File: config.mk
export PLATFORM = sky130hd
export DESIGN_NAME = servo_status_packet_parser_unit
export DESIGN_NICKNAME = d
export VERILOG_FILES = /design/src/rtl/core/sspp_pkg.sv /design/src/rtl/core/sspp_fsm.sv /design/src/rtl/core/servo_status_packet_parser_unit.sv
export SDC_FILE = /design/constraint.sdc
export NUM_CORES = 1
export LEC_CHECK = 0
export ABC_AREA = 0
export BUFFER_PORTS_ARGS = -buffer_cell sky130_fd_sc_hd__buf_2
export CAP_MARGIN = 10
export CORE_MARGIN = 2
export CORE_UTILIZATION = 55
export DETAILED_ROUTE_END_ITERATION = 7
export PLACE_DENSITY = 0.87
export SLEW_MARGIN = 10
export SYNTH_ARGS = -nofsm -noshare
export SYNTH_HDL_FRONTEND = slang
export SYNTH_SLANG_ARGS = --single-unit
File: constraint.sdc
create_clock -name clk -period 3 [get_ports clk]
set_input_delay 0.3 -clock clk [delete_from_list [all_inputs] [get_ports clk]]
set_output_delay 0.3 -clock clk [all_outputs]
set_load 0.005 [all_outputs]
File: src/rtl/core/sspp_pkg.sv
// Shared types for the servo status packet parser.
package sspp_pkg;

  localparam logic [7:0] SYNC_BYTE = 8'hFF;
  localparam logic [7:0] LEN_BIAS  = 8'd2;

  typedef enum logic [2:0] {
    PH_SYNC1,
    PH_SYNC2,
    PH_ID,
    PH_LEN,
    PH_ERR,
    PH_ARGS,
    PH_CSUM
  } phase_t;

  typedef enum logic {
    KIND_ARG = 1'b0,
    KIND_END = 1'b1
  } kind_t;

  typedef struct packed {
    kind_t      kind;
    logic [7:0] servo_id;
    logic [7:0] error_flags;
    logic [7:0] arg_index;
    logic [7:0] arg_value;
    logic       checksum_ok;
  } res_t;

endpackage

File: src/rtl/core/sspp_fsm.sv
// Packet parse state machine: phase, header fields, argument count and running sum.
module sspp_fsm (
  input  logic            clk,
  input  logic            rst,
  input  logic            step,
  input  logic [7:0]      rx_byte,
  input  logic            check_enable,
  output logic            res_valid,
  output sspp_pkg::res_t  res
);
  import sspp_pkg::*;

  phase_t     phase, phase_next;
  logic [7:0] packet_id, packet_error, arg_total, arg_seen, running_sum;
  logic [7:0] packet_id_next, packet_error_next, arg_total_next, arg_seen_next;
  logic [7:0] running_sum_next;
  logic       sum_match;

  assign sum_match = (rx_byte == ~running_sum);

  always_ff @(posedge clk) begin
    if (rst) begin
      phase        <= PH_SYNC1;
      packet_id    <= '0;
      packet_error <= '0;
      arg_total    <= '0;
      arg_seen     <= '0;
      running_sum  <= '0;
    end else if (step) begin
      phase        <= phase_next;
      packet_id    <= packet_id_next;
      packet_error <= packet_error_next;
      arg_total    <= arg_total_next;
      arg_seen     <= arg_seen_next;
      running_sum  <= running_sum_next;
    end
  end

  always_comb begin
    phase_next        = phase;
    packet_id_next    = packet_id;
    packet_error_next = packet_error;
    arg_total_next    = arg_total;
    arg_seen_next     = arg_seen;
    running_sum_next  = running_sum;
    res_valid         = 1'b0;
    res.kind          = KIND_ARG;
    res.servo_id      = packet_id;
    res.error_flags   = packet_error;
    res.arg_index     = arg_seen;
    res.arg_value     = rx_byte;
    res.checksum_ok   = 1'b0;
    case (phase)
      PH_SYNC1: begin
        if (rx_byte == SYNC_BYTE) phase_next = PH_SYNC2;
      end
      // junk between the syncs keeps us waiting for the second one
      PH_SYNC2: begin
        if (rx_byte == SYNC_BYTE) phase_next = PH_ID;
      end
      PH_ID: begin
        packet_id_next   = rx_byte;
        running_sum_next = rx_byte;
        phase_next       = PH_LEN;
      end
      PH_LEN: begin
        arg_total_next   = rx_byte - LEN_BIAS;  // wraps for short lengths
        running_sum_next = running_sum + rx_byte;
        arg_seen_next    = '0;
        phase_next       = PH_ERR;
      end
      PH_ERR: begin
        packet_error_next = rx_byte;
        running_sum_next  = running_sum + rx_byte;
        phase_next        = (arg_total != '0) ? PH_ARGS : PH_CSUM;
      end
      PH_ARGS: begin
        res_valid        = 1'b1;
        running_sum_next = running_sum + rx_byte;
        arg_seen_next    = arg_seen + 8'd1;
        if (arg_seen_next == arg_total) phase_next = PH_CSUM;
      end
      default: begin
        res_valid       = 1'b1;
        res.kind        = KIND_END;
        res.arg_index   = arg_total;
        res.arg_value   = '0;
        res.checksum_ok = !check_enable || sum_match;
        phase_next      = PH_SYNC1;
      end
    endcase
  end

endmodule

File: src/rtl/core/servo_status_packet_parser_unit.sv
// Top level of the servo status packet parser.
// An accepted byte is held in the input register; its result goes to the result register.
// Throughput: one byte per cycle, set by these two registers, unless a result is stalled.
// The result register is freed in the same cycle it is taken, so no bubble on stalls.
// Reset (rst, synchronous): parser waits for the first sync, header state cleared,
// check_enable set to 1, both pipeline registers empty.
module servo_status_packet_parser_unit (
  input  logic       clk,
  input  logic       rst,
  input  logic       cfg_valid,
  output logic       cfg_ready,
  input  logic       cfg_data,
  input  logic       in_valid,
  output logic       in_ready,
  input  logic [7:0] rx_byte,
  output logic       out_valid,
  input  logic       out_ready,
  output logic       kind,
  output logic [7:0] servo_id,
  output logic [7:0] error_flags,
  output logic [7:0] arg_index,
  output logic [7:0] arg_value,
  output logic       checksum_ok
);
  import sspp_pkg::*;

  logic       check_enable;
  logic       s1_valid;
  logic [7:0] s1_byte;
  logic       s1_adv;
  logic       has_result;
  res_t       res;
  res_t       out_res;

  assign cfg_ready = 1'b1;

  always_ff @(posedge clk) begin
    if (rst) check_enable <= 1'b1;
    else if (cfg_valid) check_enable <= cfg_data;
  end

  // a byte with no result leaves stage 1 even while the output is stalled
  assign s1_adv   = s1_valid && (!out_valid || out_ready || !has_result);
  assign in_ready = !s1_valid || s1_adv;

  always_ff @(posedge clk) begin
    if (rst) begin
      s1_valid <= 1'b0;
    end else if (in_ready) begin
      s1_valid <= in_valid;
    end
  end

  always_ff @(posedge clk) begin
    if (in_valid && in_ready) s1_byte <= rx_byte;
  end

  sspp_fsm u_fsm (
    .clk          (clk),
    .rst          (rst),
    .step         (s1_adv),
    .rx_byte      (s1_byte),
    .check_enable (check_enable),
    .res_valid    (has_result),
    .res          (res)
  );

  always_ff @(posedge clk) begin
    if (rst) begin
      out_valid <= 1'b0;
    end else if (s1_adv && has_result) begin
      out_valid <= 1'b1;
    end else if (out_ready) begin
      out_valid <= 1'b0;
    end
  end

  always_ff @(posedge clk) begin
    if (s1_adv && has_result) out_res <= res;
  end

  assign kind        = out_res.kind;
  assign servo_id    = out_res.servo_id;
  assign error_flags = out_res.error_flags;
  assign arg_index   = out_res.arg_index;
  assign arg_value   = out_res.arg_value;
  assign checksum_ok = out_res.checksum_ok;

endmodule

==> flow_summary.toml, run 1 <==
[status]
status = "completed"

[min_path]
worstHoldPathType = "in2reg"
hold_depth = 1

[synthesis]
synth-main-ff-cell = "dfxtp_1"
ys_types = 61
ys_seq_area_share_pct = 53.1
synth_xor_area_share_pct = 3.59
ys_async_sr_fraction_pct = 0
synth_compound_area_share_pct = 14.1
syn_inst = 395
synth_fa_ha_area_share_pct = 3.23
muxShareOfSynthArea_pct = 4.87
ys_ff_latch = 88
synth-simple-area-share_pct = 17.1
syn-num-nets = 419
synth-edff-count = 42
syn-cell-area_um2 = 4110
syn_avg_cell_area_um2 = 10.4
synth_top_family_by_area = "simple AND/OR/NAND/NOR gates"
yosys_warnings = 0

[layout]
final_cell_mix = "49 x buf_2, 46 x dfxtp_1, 42 x edfxtp_1, 38 x nor2_1, 32 x nand2_1"
drive_gt1_share_pct = 19.6
fillers = 593
diodes = 0
final_nets = 458
area_delta_synth_final_pct = 11.5
final_common_cell = "buf_2"

[floorplan]
chipHeight_um = 90.5
initial_core_util_pct = 56.7
die_area_um2 = 8180
core-area_um2 = 7250
die_x_um = 90.5
io-pin-count = 51
rows = 31

[power]
pwr-share-clk_pct = 37.9
comb_power_share_pct = 2.7
p_switching_w = 0.000536
p_int_w = 0.00161
seqPwrFrac_pct = 59.4
vdd_drop_max_mv = 0.250
switching_share_pct = 25.0
p_per_area_nw_per_um2 = 468
leakage_nw = 1.66

[routing]
highest_layer = "met4"
wl_per_cell_um = 16.1
met3_length_um = 526
drt_iter0_markers = 157
drtPass1Iterations = 5
wl_met1_um = 3830
routed_wl_um = 8670
vias = 3165
antenna_left = 0
vias_per_cell = 5.88
wl_met2_um = 4060
drc_errors = 0

[cts]
cts_hold_buf = 0
post_cts_resized = 0
cts_setup_buffers = 0
cts_tree = "built"
cts-root-buf = "clkbuf_8"
cts_sinks = 88
clk_latency_ns = 0.37
cts-htree-levels = 3
clock_path_buffers = 2
clk_pin_slew_ns = 0.10
numCtsBuffers = 9

[global_routing]
first_global_vias = 2965
overflow = 0
grt_max_degree = 49
grt_first_pass_wirelength_um = 14000
antenna_found_initial = 0
grt.total_usage_pct = 21.4

[sta]
clock.fmax_mhz = 414
skew_ns = 0.00930
max_slew_margin_pct = 39.4
tightest_slew_ns = 0.909
slew_violations = 0
fin_crit_ns = 2.42
fin_setup_tns_ns = 0
rsz0062_at_grt = "false"
setup_slack_ns = 0.584
timing.final.crit_share_pct = 80.5
setup_viol = 0
hold_violations = 0

[setup_path]
slowest_stage = "edfxtp_1"
worstPathArrival_ns = 2.64
crit_path_max_incr_delay_ns = 0.52
crit_type = "reg2reg"
crit_path_frequent_cell = "a31oi_1"
crit_required_ns = 3.22
worst_r2r_path_depth = 7
cp-start-kind = "register"
crit_path_end_kind = "register"
crit_fanout = 8
crit_path_cell_trace = "ha_1 > a21o_1 > a211o_1 > a2111oi_2 > nor3_1 > a31oi_1 > a31oi_1"

[flow_run]
cap_violations = 0

[place]
dp_slack_ns = 0.630
numPortBuffers = 49
gp_congestion = 0.881
place_hpwl_um = 5710
-- layout make-up --
cell class | instances | area, um^2 | area share (%)
Sequential cell | 88 | 2180 | 47.6
Multi-Input combinational cell | 273 | 1770 | 38.6
Timing Repair Buffer | 53 | 275 | 6.00
Clock buffer | 9 | 124 | 2.70
Tap cell | 99 | 124 | 2.70
Clock inverter | 7 | 75.1 | 1.64
Inverter | 9 | 33.8 | 0.737
-- power by group through the flow --
stage / Sequential [W] / Combinational [W] / Clock [W]
final: 0.00127 / 0.0000588 / 0.000814
after global routing: 0.00128 / 0.0000641 / 0.000871
after CTS: 0.00127 / 0.0000580 / 0.000825
after detailed placement: 0.00130 / 0.0000575 / 0
after global placement: 0.00130 / 0.0000561 / 0
after floorplan: 0.00129 / 0.0000467 / 0
-- synth_stat cells (all sizes together) (2+ instances only) --
master / count / area (um^2)
mux2: 8 / 90.1
buf: 14 / 83.8
nand3: 8 / 40.0
a21oi: 30 / 154
xor2: 6 / 52.6
inv: 9 / 33.8
nor2b: 7 / 43.8
nand2: 32 / 120
nor2: 40 / 153
nand4b: 2 / 17.5
ha: 9 / 113
o21a: 5 / 37.5
nand4: 5 / 31.3
nor3b: 3 / 22.5
nor3: 10 / 50.1
xnor2: 10 / 95.1
o21ai: 14 / 70.1
a31oi: 4 / 25.0
nor4: 2 / 12.5
o211ai: 4 / 30.0
edfxtp: 42 / 1260
and3: 4 / 26.3
mux2i: 11 / 110
and2: 9 / 56.3
a22oi: 2 / 15.0
o311a: 2 / 20.0
o311ai: 3 / 26.3
o41ai: 2 / 25.0
or2: 2 / 12.5
a211oi: 10 / 75.1
clkbuf: 11 / 42.5
or3: 3 / 18.8
dfxtp: 46 / 921
nand3b: 2 / 15.0
a21boi: 3 / 22.5
nand2b: 5 / 31.3
a211o: 2 / 17.5
-- through the flow --
stage                     std cells  power (W)  cell area [um^2]  util (%)  hold slack, ns
final                           538    0.00215              4590      63.2          0.0952
after global routing            538    0.00221              4590      63.2          0.0790
after CTS                       538    0.00216              4590      63.2          0.0865
after detailed placement        522    0.00136              4390      60.5           0.419
after global placement          522    0.00136              4390      60.5           0.416
after floorplan                 395    0.00134              4110         -           0.399
-- sequential cells by signal (all words and copies together), names as in the netlist --
signal / count
u_fsm.arg_seen: 8
u_fsm.phase: 3
u_fsm.running_sum: 8
checksum_ok: 1
s1_byte: 8
u_fsm.packet_id: 8
out_valid: 1
check_enable: 1
s1_valid: 1
arg_index: 8
error_flags: 8
u_fsm.packet_error: 8
servo_id: 8
kind: 1
u_fsm.arg_total: 8
arg_value: 8
-- logic make-up after synthesis --
family | Yosys count
multiplexers | 19
AND/OR/NAND/NOR | 140
adder cells (fa/ha/maj) | 10
XOR/XNOR | 16
AO/OA/AOI/OAI | 87
flip-flops | 88
other | 1
buffers and inverters | 34
-- final timing paths --
path | startpoint | endpoint | slack, ns
setup / recovery | s1_byte[1] | u_fsm.running_sum[7] | 0.58
hold / removal | rx_byte[4] | s1_byte[4] | 0.1
hold reg to reg | u_fsm.packet_error[2] | error_flags[2] | 0.44
setup reg to reg | s1_byte[1] | u_fsm.running_sum[7] | 0.58
-- worst max-delay path, delay by kind of cell, from the launching register on --
family,cells,cell delay (ns)
flops,1,0.52
fa+ha+maj,1,0.36
simple gates,1,0.14
compound gates,5,1.26
-- metal layers --
metal  global-route usage (%)  vias up
li1                         -     1512
met1                     28.1     1518
met2                     33.4      112
met3                     5.09       23
met4                     10.6        0
met5                        0        -
(Power assumes the default switching activity.)
==> inputs of run 2 (changes only) <==
ABC_AREA = 1   (was 0)
clock period = 2.4 ns   (was 3 ns; I/O delays follow)
==> flow_summary.toml, run 2 <==
[status]
status = "completed"

[global_routing]
grt_first_pass_wirelength_um = 13500
overflow = 0
first_global_vias = 2870
grt_max_degree = 35
grt.total_usage_pct = 22.3
antenna_found_initial = 0

[place]
gp_congestion = 0.947
place_area_um2 = 4310
numPortBuffers = 49
place_hpwl_um = 5790

[sta]
skew_ns = 0.0157
clock.fmax_mhz = 523
rsz0062_at_grt = "false"
fin_crit_ns = 1.91
fin_setup_tns_ns = 0
setup_viol = 0
slew_violations = 0
timing.final.crit_share_pct = 79.7
max_slew_margin_pct = 60.4
tightest_slew_ns = 0.593
hold_violations = 0

[setup_path]
crit_path_end_kind = "register"
crit_type = "reg2reg"
crit_path_cell_trace = "ha_1 > a21oi_1 > nand2_1 > nand2_1 > nand2_1 > a21oi_1 > xor2_1 > nand2_1 > nand2_1 > a21oi_1"
worst_r2r_path_depth = 10
critPathBufInv = 0
worstPathArrival_ns = 2.16
cp.depth = 10
crit_fanout = 5
crit_path_frequent_cell = "nand2_1"
crit_required_ns = 2.65
cp-start-kind = "register"
crit_path_max_incr_delay_ns = 0.50
slowest_stage = "edfxtp_1"
path_delay_family = "flip-flops"

[layout]
diodes = 0
area_delta_synth_final_pct = 13.2
stdcell_area_um2 = 4510
final_cell_mix = "69 x nand2_1, 51 x a21oi_1, 49 x buf_2, 48 x inv_1, 46 x dfxtp_1"
final_common_cell = "nand2_1"
final_nets = 518
fillers = 612
drive_gt1_share_pct = 18.6

[routing]
drtPass1Iterations = 5
wl_per_cell_um = 13.9
vias = 3151
routed_wl_um = 8340
drc_errors = 0
drt_iter0_markers = 272
antenna_left = 0
vias_per_cell = 5.27

[cts]
numCtsBuffers = 9
post_cts_resized = 0
clk_latency_ns = 0.36
clock_path_buffers = 2
cts_setup_buffers = 0
cts-root-buf = "clkbuf_8"
cts-htree-levels = 3
cts_hold_buf = 0
cts_sinks = 88
cts_tree = "built"
clk_pin_slew_ns = 0.10

[floorplan]
initial_core_util_pct = 55.9
die_x_um = 89.1
io-pin-count = 51
core-area_um2 = 7140
chipHeight_um = 89.1
rows = 31
die_area_um2 = 7950

[synthesis]
yosys_warnings = 0
synth-edff-count = 42
synth.most_common_cell = "nand2_1"
synth_commonest_cells = "69 x nand2_1, 51 x a21oi_1, 48 x inv_1"
syn-num-nets = 468
ys_types = 38
syn_inst = 444
synth_area_leader_cell = "edfxtp_1"
synth_area_leaders = "edfxtp_1 32%, dfxtp_1 23%, nand2_1 6.5%"
ys_async_sr_fraction_pct = 0
synth-main-ff-cell = "dfxtp_1"
syn_avg_cell_area_um2 = 8.98
syn-cell-area_um2 = 3990
synth.top_cell.area_share_pct = 31.6
ys_seq_area_share_pct = 54.7
ys_ff_latch = 88

[power]
p_per_area_nw_per_um2 = 599
leakage_nw = 1.84
vdd_drop_max_mv = 0.283

[flow_run]
cap_violations = 0

[min_path]
hold_depth = 1
worstHoldPathType = "in2reg"
==> run 2: cell types whose count changed after synthesis, moves of 9 or more <==
cell     change
a21oi_1     +22
and2_1       -9
inv_1       +39
mux2i_1     -11
nand2_1     +37
nand3_1     +20
o21ai_0     +25
==> run 2: cell families (layout without fill, tap and decap cells) <==
kind of cell               count (synthesis)  in the layout  synth area share [%]
DFF                                       88             88                  54.7
other                                      1              1                0.0941
adders and majority gates                 10             10                  3.33
AOI/OAI and AO/OA                         98             98                  13.3
buffers and inverters                     65            120                  6.59
xor gates and xnor gates                  10             10                  2.20
and+or+nand+nor                          172            172                  19.7
==> run 2: report_power, final <==
| group | total, W | leakage, nW | internal, W | switching (W) |
|---|---|---|---|---|
| registers | 0.00160 | 0.731 | 0.00158 | 0.0000198 |
| logic | 0.000102 | 1.01 | 0.0000351 | 0.0000671 |
| clock network | 0.00100 | 0.0981 | 0.000410 | 0.000593 |
| total | 0.00270 | 1.84 | 0.00202 | 0.000680 |
==> run 2: path summary, 6_finish.rpt <==
| kind | endpoint | startpoint | slack (ns) |
|---|---|---|---|
| setup / recovery | u_fsm.running_sum[6] | s1_byte[3] | 0.49 |
| hold / removal | s1_byte[5] | rx_byte[5] | 0.04 |
| setup reg to reg | u_fsm.running_sum[6] | s1_byte[3] | 0.49 |
| hold reg to reg | error_flags[4] | u_fsm.packet_error[4] | 0.43 |
==> run 2: through the flow <==
step / total power [W] / instances / setup slack, ns / utilization [%] / hold slack, ns
2_1_floorplan: 0.00169 / 444 / 0.477 / - / 0.339
3_3_place_gp: 0.00173 / 582 / 0.554 / 60.4 / 0.413
4_1_cts: 0.00271 / 598 / 0.518 / 63.2 / 0.0362
3_5_place_dp: 0.00173 / 582 / 0.535 / 60.4 / 0.412
6_report: 0.00270 / 598 / 0.487 / 63.2 / 0.0432
5_1_grt: 0.00280 / 598 / 0.303 / 63.2 / 0.0301
==> run 2: area by class of cell <==
type	count	area, um^2	share of cell area, %
clock buffer	9	124	2.74
clock inverter	7	75.1	1.66
inverter	51	191	4.24
multi-input combinational	291	1540	34.2
sequential	88	2180	48.4
tap	99	124	2.74
timing repair buffer	53	275	6.10
==> run 2: layer usage <==
metal / GRT usage [%] / wire length [um] / up-vias
met3: 5.63 / 526 / 12
met1: 29.8 / 3740 / 1441
met5: 0 / 0 / -
met4: 6.92 / 106 / 0
li1: - / - / 1582
met2: 35.9 / 3960 / 116
